<file path="src/rtl/core/fopa_pkg.sv">
// types, codes and command/status structs shared by the pool allocator modules
package fopa_pkg;

  localparam int HANDLE_W    = 8;
  localparam int QUEUE_DEPTH = 1 << HANDLE_W;
  localparam int COUNT_W     = HANDLE_W + 1;

  typedef logic [HANDLE_W-1:0] handle_t;
  typedef logic [COUNT_W-1:0]  count_t;
  typedef logic [1:0]          opcode_t;
  typedef logic [1:0]          result_t;

  // request kinds
  localparam opcode_t OP_ALLOC = 2'd0;
  localparam opcode_t OP_TRY   = 2'd1;
  localparam opcode_t OP_FREE  = 2'd2;

  // result codes
  localparam result_t RES_OK        = 2'd0;
  localparam result_t RES_NONE_FREE = 2'd1;
  localparam result_t RES_POOL_FULL = 2'd2;
  localparam result_t RES_INVALID   = 2'd3;

  typedef enum logic {
    ST_IDLE,
    ST_EXEC
  } state_t;

  // controller to datapath
  typedef struct packed {
    logic    capture;
    logic    pop;
    logic    mint;
    logic    push;
    logic    emit;
    result_t code;
  } cmd_t;

  // datapath to controller
  typedef struct packed {
    opcode_t op;
    logic    queue_empty;
    logic    queue_full;
    logic    pool_full;
    logic    map_hit;
  } stat_t;

endpackage

</file>
<file path="src/rtl/core/fopa_ctrl.sv">
// controller: request sequencing and outcome decision
module fopa_ctrl
  import fopa_pkg::*;
(
  input  logic  clk,
  input  logic  rst_n,
  input  logic  start,
  input  stat_t stat,
  output logic  busy,
  output cmd_t  cmd
);

  state_t state_r, state_nxt;

  always_ff @(posedge clk) begin
    if (!rst_n) begin
      state_r <= ST_IDLE;
    end else begin
      state_r <= state_nxt;
    end
  end

  always_comb begin
    state_nxt = state_r;
    case (state_r)
      ST_IDLE: begin
        if (start) state_nxt = ST_EXEC;
      end
      ST_EXEC: begin
        state_nxt = ST_IDLE;
      end
      default: begin
        state_nxt = ST_IDLE;
      end
    endcase
  end

  always_comb begin
    cmd  = '0;
    busy = 1'b0;
    case (state_r)
      ST_IDLE: begin
        cmd.capture = start;
      end
      ST_EXEC: begin
        busy     = 1'b1;
        cmd.emit = 1'b1;
        cmd.code = RES_OK;
        case (stat.op)
          OP_ALLOC: begin
            if (!stat.queue_empty) begin
              cmd.pop = 1'b1;
            end else if (!stat.pool_full) begin
              cmd.mint = 1'b1;
            end else begin
              cmd.code = RES_POOL_FULL;
            end
          end
          OP_TRY: begin
            if (!stat.queue_empty) begin
              cmd.pop = 1'b1;
            end else begin
              cmd.code = RES_NONE_FREE;
            end
          end
          OP_FREE: begin
            // a full queue drops the push but the bit is still cleared
            if (stat.map_hit) begin
              cmd.push = !stat.queue_full;
            end else begin
              cmd.code = RES_INVALID;
            end
          end
          default: begin
            cmd.code = RES_INVALID;
          end
        endcase
      end
      default: begin
        busy = 1'b0;
      end
    endcase
  end

endmodule

</file>
<file path="src/rtl/core/fopa_datapath.sv">
// datapath: free queue memory, pointers, mint counter and in-use bitmap
module fopa_datapath
  import fopa_pkg::*;
#(
  parameter int POOL_SIZE = 256
) (
  input  logic    clk,
  input  logic    rst_n,
  input  cmd_t    cmd,
  input  opcode_t in_opcode,
  input  handle_t in_free_handle,
  output stat_t   stat,
  output logic    out_valid,
  output handle_t out_given_handle,
  output result_t out_status
);

  localparam int     LIMIT_INT = (POOL_SIZE < QUEUE_DEPTH) ? POOL_SIZE : QUEUE_DEPTH;
  localparam count_t POOL_LIMIT = count_t'(LIMIT_INT);

  handle_t mem [QUEUE_DEPTH];
  handle_t rd_data_r;

  opcode_t op_r;
  handle_t fh_r;
  handle_t head_r;
  handle_t tail_r;
  count_t  count_r;
  count_t  minted_r;
  logic [QUEUE_DEPTH-1:0] map_r;

  logic    out_valid_r;
  handle_t given_r;
  result_t status_r;
  handle_t given_nxt;

  // head entry is read every cycle, so it is ready once a request is taken
  always_ff @(posedge clk) begin
    rd_data_r <= mem[head_r];
    if (cmd.push) mem[tail_r] <= fh_r;
  end

  always_ff @(posedge clk) begin
    if (cmd.capture) begin
      op_r <= in_opcode;
      fh_r <= in_free_handle;
    end
  end

  always_ff @(posedge clk) begin
    if (!rst_n) begin
      head_r   <= '0;
      tail_r   <= '0;
      count_r  <= '0;
      minted_r <= '0;
      map_r    <= '0;
    end else begin
      if (cmd.pop) begin
        head_r           <= head_r + 1'b1;
        count_r          <= count_r - 1'b1;
        map_r[rd_data_r] <= 1'b1;
      end
      if (cmd.mint) begin
        minted_r                  <= minted_r + 1'b1;
        map_r[minted_r[HANDLE_W-1:0]] <= 1'b1;
      end
      if (cmd.emit && op_r == OP_FREE && map_r[fh_r]) begin
        map_r[fh_r] <= 1'b0;
      end
      if (cmd.push) begin
        tail_r  <= tail_r + 1'b1;
        count_r <= count_r + 1'b1;
      end
    end
  end

  always_comb begin
    given_nxt = '0;
    if (cmd.pop) begin
      given_nxt = rd_data_r;
    end else if (cmd.mint) begin
      given_nxt = minted_r[HANDLE_W-1:0];
    end
  end

  always_ff @(posedge clk) begin
    if (!rst_n) begin
      out_valid_r <= 1'b0;
    end else begin
      out_valid_r <= cmd.emit;
    end
  end

  always_ff @(posedge clk) begin
    if (cmd.emit) begin
      given_r  <= given_nxt;
      status_r <= cmd.code;
    end
  end

  assign stat.op          = op_r;
  assign stat.queue_empty = (count_r == '0);
  assign stat.queue_full  = count_r[HANDLE_W];
  assign stat.pool_full   = (minted_r >= POOL_LIMIT);
  assign stat.map_hit     = map_r[fh_r];

  assign out_valid        = out_valid_r;
  assign out_given_handle = given_r;
  assign out_status       = status_r;

endmodule

</file>
<file path="src/rtl/core/fifo_object_pool_allocator_unit.sv">
// top level of the fifo object pool allocator: handle pool with a fifo free list
//
//  channel   ports                                   transfer when
//  -------   -------------------------------------   -----------------------
//  request   start, busy, in_opcode, in_free_handle  start high, busy low
//  result    out_valid, out_given_handle, out_status out_valid high (1 cycle)
//
// each request has a transfer edge, which also registers the free queue head
// entry out of the queue memory, and an execute cycle, which decides the
// outcome and updates pointers, bitmap and mint counter
// the result strobe shows in the cycle after execute, where busy is low again,
// so a new request may transfer while the previous result is on the ports
// synchronous reset clears pointers, counts, the in-use bitmap and control
// state; queue memory contents are left as they are
// the receiver cannot stall: every result is taken in its strobe cycle
module fifo_object_pool_allocator_unit
  import fopa_pkg::*;
#(
  parameter int POOL_SIZE = 256
) (
  input  logic       clk,
  input  logic       rst_n,
  input  logic       start,
  output logic       busy,
  input  logic [1:0] in_opcode,
  input  logic [7:0] in_free_handle,
  output logic       out_valid,
  output logic [7:0] out_given_handle,
  output logic [1:0] out_status
);

  cmd_t  cmd;
  stat_t stat;

  // sequencing and outcome choice
  fopa_ctrl u_ctrl (
    .clk   (clk),
    .rst_n (rst_n),
    .start (start),
    .stat  (stat),
    .busy  (busy),
    .cmd   (cmd)
  );

  // storage and result registers
  fopa_datapath #(
    .POOL_SIZE (POOL_SIZE)
  ) u_dp (
    .clk              (clk),
    .rst_n            (rst_n),
    .cmd              (cmd),
    .in_opcode        (in_opcode),
    .in_free_handle   (in_free_handle),
    .stat             (stat),
    .out_valid        (out_valid),
    .out_given_handle (out_given_handle),
    .out_status       (out_status)
  );

  // a taken request yields its result once the execute state is over
  a_result_follows: assert property (@(posedge clk) disable iff (!rst_n)
    (start && !busy) |-> ##2 out_valid)
    else $error("result strobe missing after request transfer");

  // results never come back to back
  a_strobe_single: assert property (@(posedge clk) disable iff (!rst_n)
    out_valid |=> !out_valid)
    else $error("result strobe held for more than one cycle");

  // at most one pool action per request
  a_one_action: assert property (@(posedge clk) disable iff (!rst_n)
    $onehot0({cmd.pop, cmd.mint, cmd.push}))
    else $error("more than one pool action at once");

  // a pop never hits an empty queue, a mint never passes the bound
  a_pop_nonempty: assert property (@(posedge clk) disable iff (!rst_n)
    (!cmd.pop || !stat.queue_empty) && (!cmd.mint || !stat.pool_full))
    else $error("pop on empty queue or mint past pool bound");

endmodule

</file>
<file path="config.mk">
export PLATFORM = sky130hd
export DESIGN_NAME = fifo_object_pool_allocator_unit
export DESIGN_NICKNAME = d
export VERILOG_FILES = /design/src/rtl/core/fopa_pkg.sv /design/src/rtl/core/fopa_ctrl.sv /design/src/rtl/core/fopa_datapath.sv /design/src/rtl/core/fifo_object_pool_allocator_unit.sv
export SDC_FILE = /design/constraint.sdc
export NUM_CORES = 2
export LEC_CHECK = 0
export ABC_AREA = 1
export BUFFER_PORTS_ARGS = -buffer_cell sky130_fd_sc_hd__clkbuf_2
export CORE_MARGIN = 1.5
export CORE_UTILIZATION = 55
export CTS_BUF_LIST = sky130_fd_sc_hd__clkbuf_4 sky130_fd_sc_hd__clkbuf_8
export DETAILED_ROUTE_END_ITERATION = 8
export GPL_ROUTABILITY_DRIVEN = 0
export PLACE_DENSITY = 0.7
export SYNTH_ARGS = -nofsm -noshare
export SYNTH_HDL_FRONTEND = slang
export SYNTH_SLANG_ARGS = --single-unit
</file>
<file path="constraint.sdc">
create_clock -name clk -period 10.78 [get_ports clk]
set_input_delay 0.539 -clock clk [delete_from_list [all_inputs] [get_ports clk]]
set_output_delay 0.539 -clock clk [all_outputs]
set_load 0.02 [all_outputs]
</file>
==> run metrics <==
critical path class=reg2reg; count leader, synth=edfxtp_1; post-synth cell types=41; CTS H-tree lvls=5; postcts setup bufs=0; status=complete, no violations; Final Critical Period=6.32 ns; max cap viols=0; Mapped Avg Cell Area=~11 sq um; HPWL Detailed=171,000 um; Setup Skew=0.0857 ns; R2R Setup Slk=around 4.5 ns; Largest stage delay, worst path=a little over 0.8 ns; EDFF count, synth=2,068; Tcrit/Tclk final=0.586; Yosys top cell by area=edfxtp_1; pin count of the biggest net entering global routing=between 200 and 250; synth top area cells=edfxtp_1, dfxtp_1, o21ai_0; CP bufs+invs=3; vias in the first global route=roughly 70,000; Post-Syn Instances=~9,000; WP depth=17; delay-heaviest family, CP=simple AND/OR/NAND/NOR gates; grt ovf=0; Worst Path Arrival=6.94 ns; Worst setup SP type=flip-flop; Initial DRT Pass Iterations=9; register bit total from synthesis=2,368; Pwr Density=170 nW/um^2; Cell Rows=155; Hold Path Class=in2reg; Final Slew Violations=0; Primary FF master, synth=edfxtp_1; flip-flop and latch area=roughly 68,000 sq um; Crit Path Max Fanout=67; die width=427 um; Setup TNS Final=0 ns; Routed WL=between 300,000 and 400,000 um; # clock sinks=2,368; initial antenna violation count=14; Fillers=14,100; maximum clock path buffer count=4; CP max-delay cell=buf_4; Setup violations, final=0; Tot GR Track Use=0.326; Peak Freq=0.158 GHz; Critical Path RT=between 10 and 15 ns; WHS Endpoint=u_dp.count_r[2]$_SDFFE_PN0P_; RSZ-0062 raised after global routing=false; Final nets=8,813; initial DRC count=11,600; Worst Reg-to-Reg Cells=17; worst hold stages=3; DR WL/cell=26.6 um; share of layout cells above drive strength 1=0.0867; cts bufs inserted=390; synthesized cell area=99,000 sq um; Slew HR=0.0698; total number of vias=74,100; static leakage=36.8 nW; crit path cell chain=buf_4, buf_4, nand3_1, nand4_1, nand2_1, nand2_1, o21ai_1, nand2_1, nor2_1, nor2_1, nor2_1, nand2_2, nand3_4, nor2_4, nand3_1, buf_4, nor2_1; async set or reset register ratio after synthesis=0; reg-to-reg startpoint=u_dp.fh_r[1]$_DFFE_PP_; num ports=25; area fraction of the dominant cell type after synthesis=0.627; Clock Root Buffer=clkbuf_8; PortBufs=24; clk_lat worst skew=1.07 ns; CTS tree=done; DRT antenna net count=0; synth-to-layout area growth=9.21%; Power Total=between 15 and 20 mW; Core Area=179,000 sq um; most frequent CP cell=nor2_1; VDD IR max=0.146 mV; multi-input logic area=between 20,000 and 30,000 sq um; Die H=427 um; Hold Crit Start=rst_n; initial core utilization=0.555; Critical Path End Type=flip-flop; Clk pin slew, worst setup/hold paths=0.07 ns; die area=183,000 sq um; register area share after synthesis=0.688; DRC errors left=0; global-route wire length before repair=444,000 um; Synth top cells by count=edfxtp_1, nor2_1, o21ai_0; Synthesized Nets=8,937; vias per cell=6.49; Synth Warn #=0; Least-Margin Pin Slew=between 1 and 1.5 ns; Critical R2R Capture=u_dp.mem[175][1]$_DFFE_PP_; final hold violations=0
## area by class of cell
type / count / share of cell area
well taps: 2355 / 0.0272
repair buffers: 154 / 0.0116
diodes: 9 / 0.000208
flip-flops and latches: 2368 / 0.630
clock inverters: 137 / 0.00768
inverters: 620 / 0.0218
clock buffers: 538 / 0.0608
multi-input cells: 5247 / 0.241
## report_power, final
| part | internal [mW] | leakage [nW] | switching [mW] |
|---|---|---|---|
| combinational | 0.135 | 11.8 | 0.592 |
| sequential | 9.97 | 21.0 | 0.0148 |
| clock | 4.13 | 3.95 | 3.54 |
## metal layers
layer	global-route usage	wire, um
met4	0.187	18200
met1	0.432	111000
met5	0	58
met2	0.493	138000
met3	0.0793	36700
## cell families after synthesis
group | share of synthesized area
buffers and inverters | 0.0500
AND/OR/NAND/NOR | 0.129
adder cells (fa/ha/maj) | 0.00248
XOR/XNOR | 0.00106
AO/OA/AOI/OAI | 0.129
flip-flops | 0.688
## registers in the layout, indices dropped and copies added (netlist names)
signal / flops
u_dp.minted_r: 9
u_dp.out_given_handle: 8
u_dp.rd_data_r: 8
u_dp.fh_r: 8
u_dp.map_r: 256
u_dp.tail_r: 8
u_dp.count_r: 9
u_dp.out_valid: 1
u_dp.mem: 2048
u_ctrl.state_r: 1
u_dp.head_r: 8
u_dp.out_status: 2
u_dp.op_r: 2
## per-stage QoR
step,hold WS (ns),setup slack (ns),cell area (sq um),std cells,util
2_1_floorplan,0.465,3.88,99000,8905,-
3_3_place_gp,0.482,4.67,101000,10700,0.563
3_5_place_dp,0.491,4.59,101000,10700,0.563
4_1_cts,0.0826,4.57,108000,11400,0.605
5_1_grt,0.206,4.28,108000,11400,0.605
6_report,0.212,4.46,108000,11400,0.606
## cells in the final DEF, fill, tap and decap left out, drive strengths merged, types with 300 or more instances in the layout
master     n
nand2    784
inv      619
o21ai   1160
nand3    783
edfxtp  2068
dfxtp    300
o22ai    320
nor2    1475
clkbuf   562
o221ai   428
## worst max path at each step
stage	slack (ns)	end	from
2_1_floorplan	3.88	u_dp.count_r[8]$_SDFFE_PN0P_	u_dp.fh_r[3]$_DFFE_PP_
3_3_place_gp	4.67	u_dp.mem[175][1]$_DFFE_PP_	u_dp.fh_r[1]$_DFFE_PP_
3_5_place_dp	4.59	u_dp.mem[175][1]$_DFFE_PP_	u_dp.fh_r[1]$_DFFE_PP_
4_1_cts	4.57	u_dp.mem[175][1]$_DFFE_PP_	u_dp.fh_r[1]$_DFFE_PP_
5_1_grt	4.28	u_dp.mem[175][1]$_DFFE_PP_	u_dp.fh_r[1]$_DFFE_PP_
6_report	4.46	u_dp.mem[175][1]$_DFFE_PP_	u_dp.fh_r[1]$_DFFE_PP_
## worst register-to-register path: cells and delay by family, from the launching register on
kind / cells / cell delay, ns
AOI/OAI and AO/OA: 1 / 0.07
DFF: 1 / 0.73
buffers and inverters: 3 / 2.18
and+or+nand+nor: 13 / 2.93
## what timing repair did
item,CTS,global route
setup endpoints to repair,0,0
gates resized for setup,0,0
hold buffers,11,0
endpoints found under the hold margin,11,0
Power figures use the tool's default switching activity.
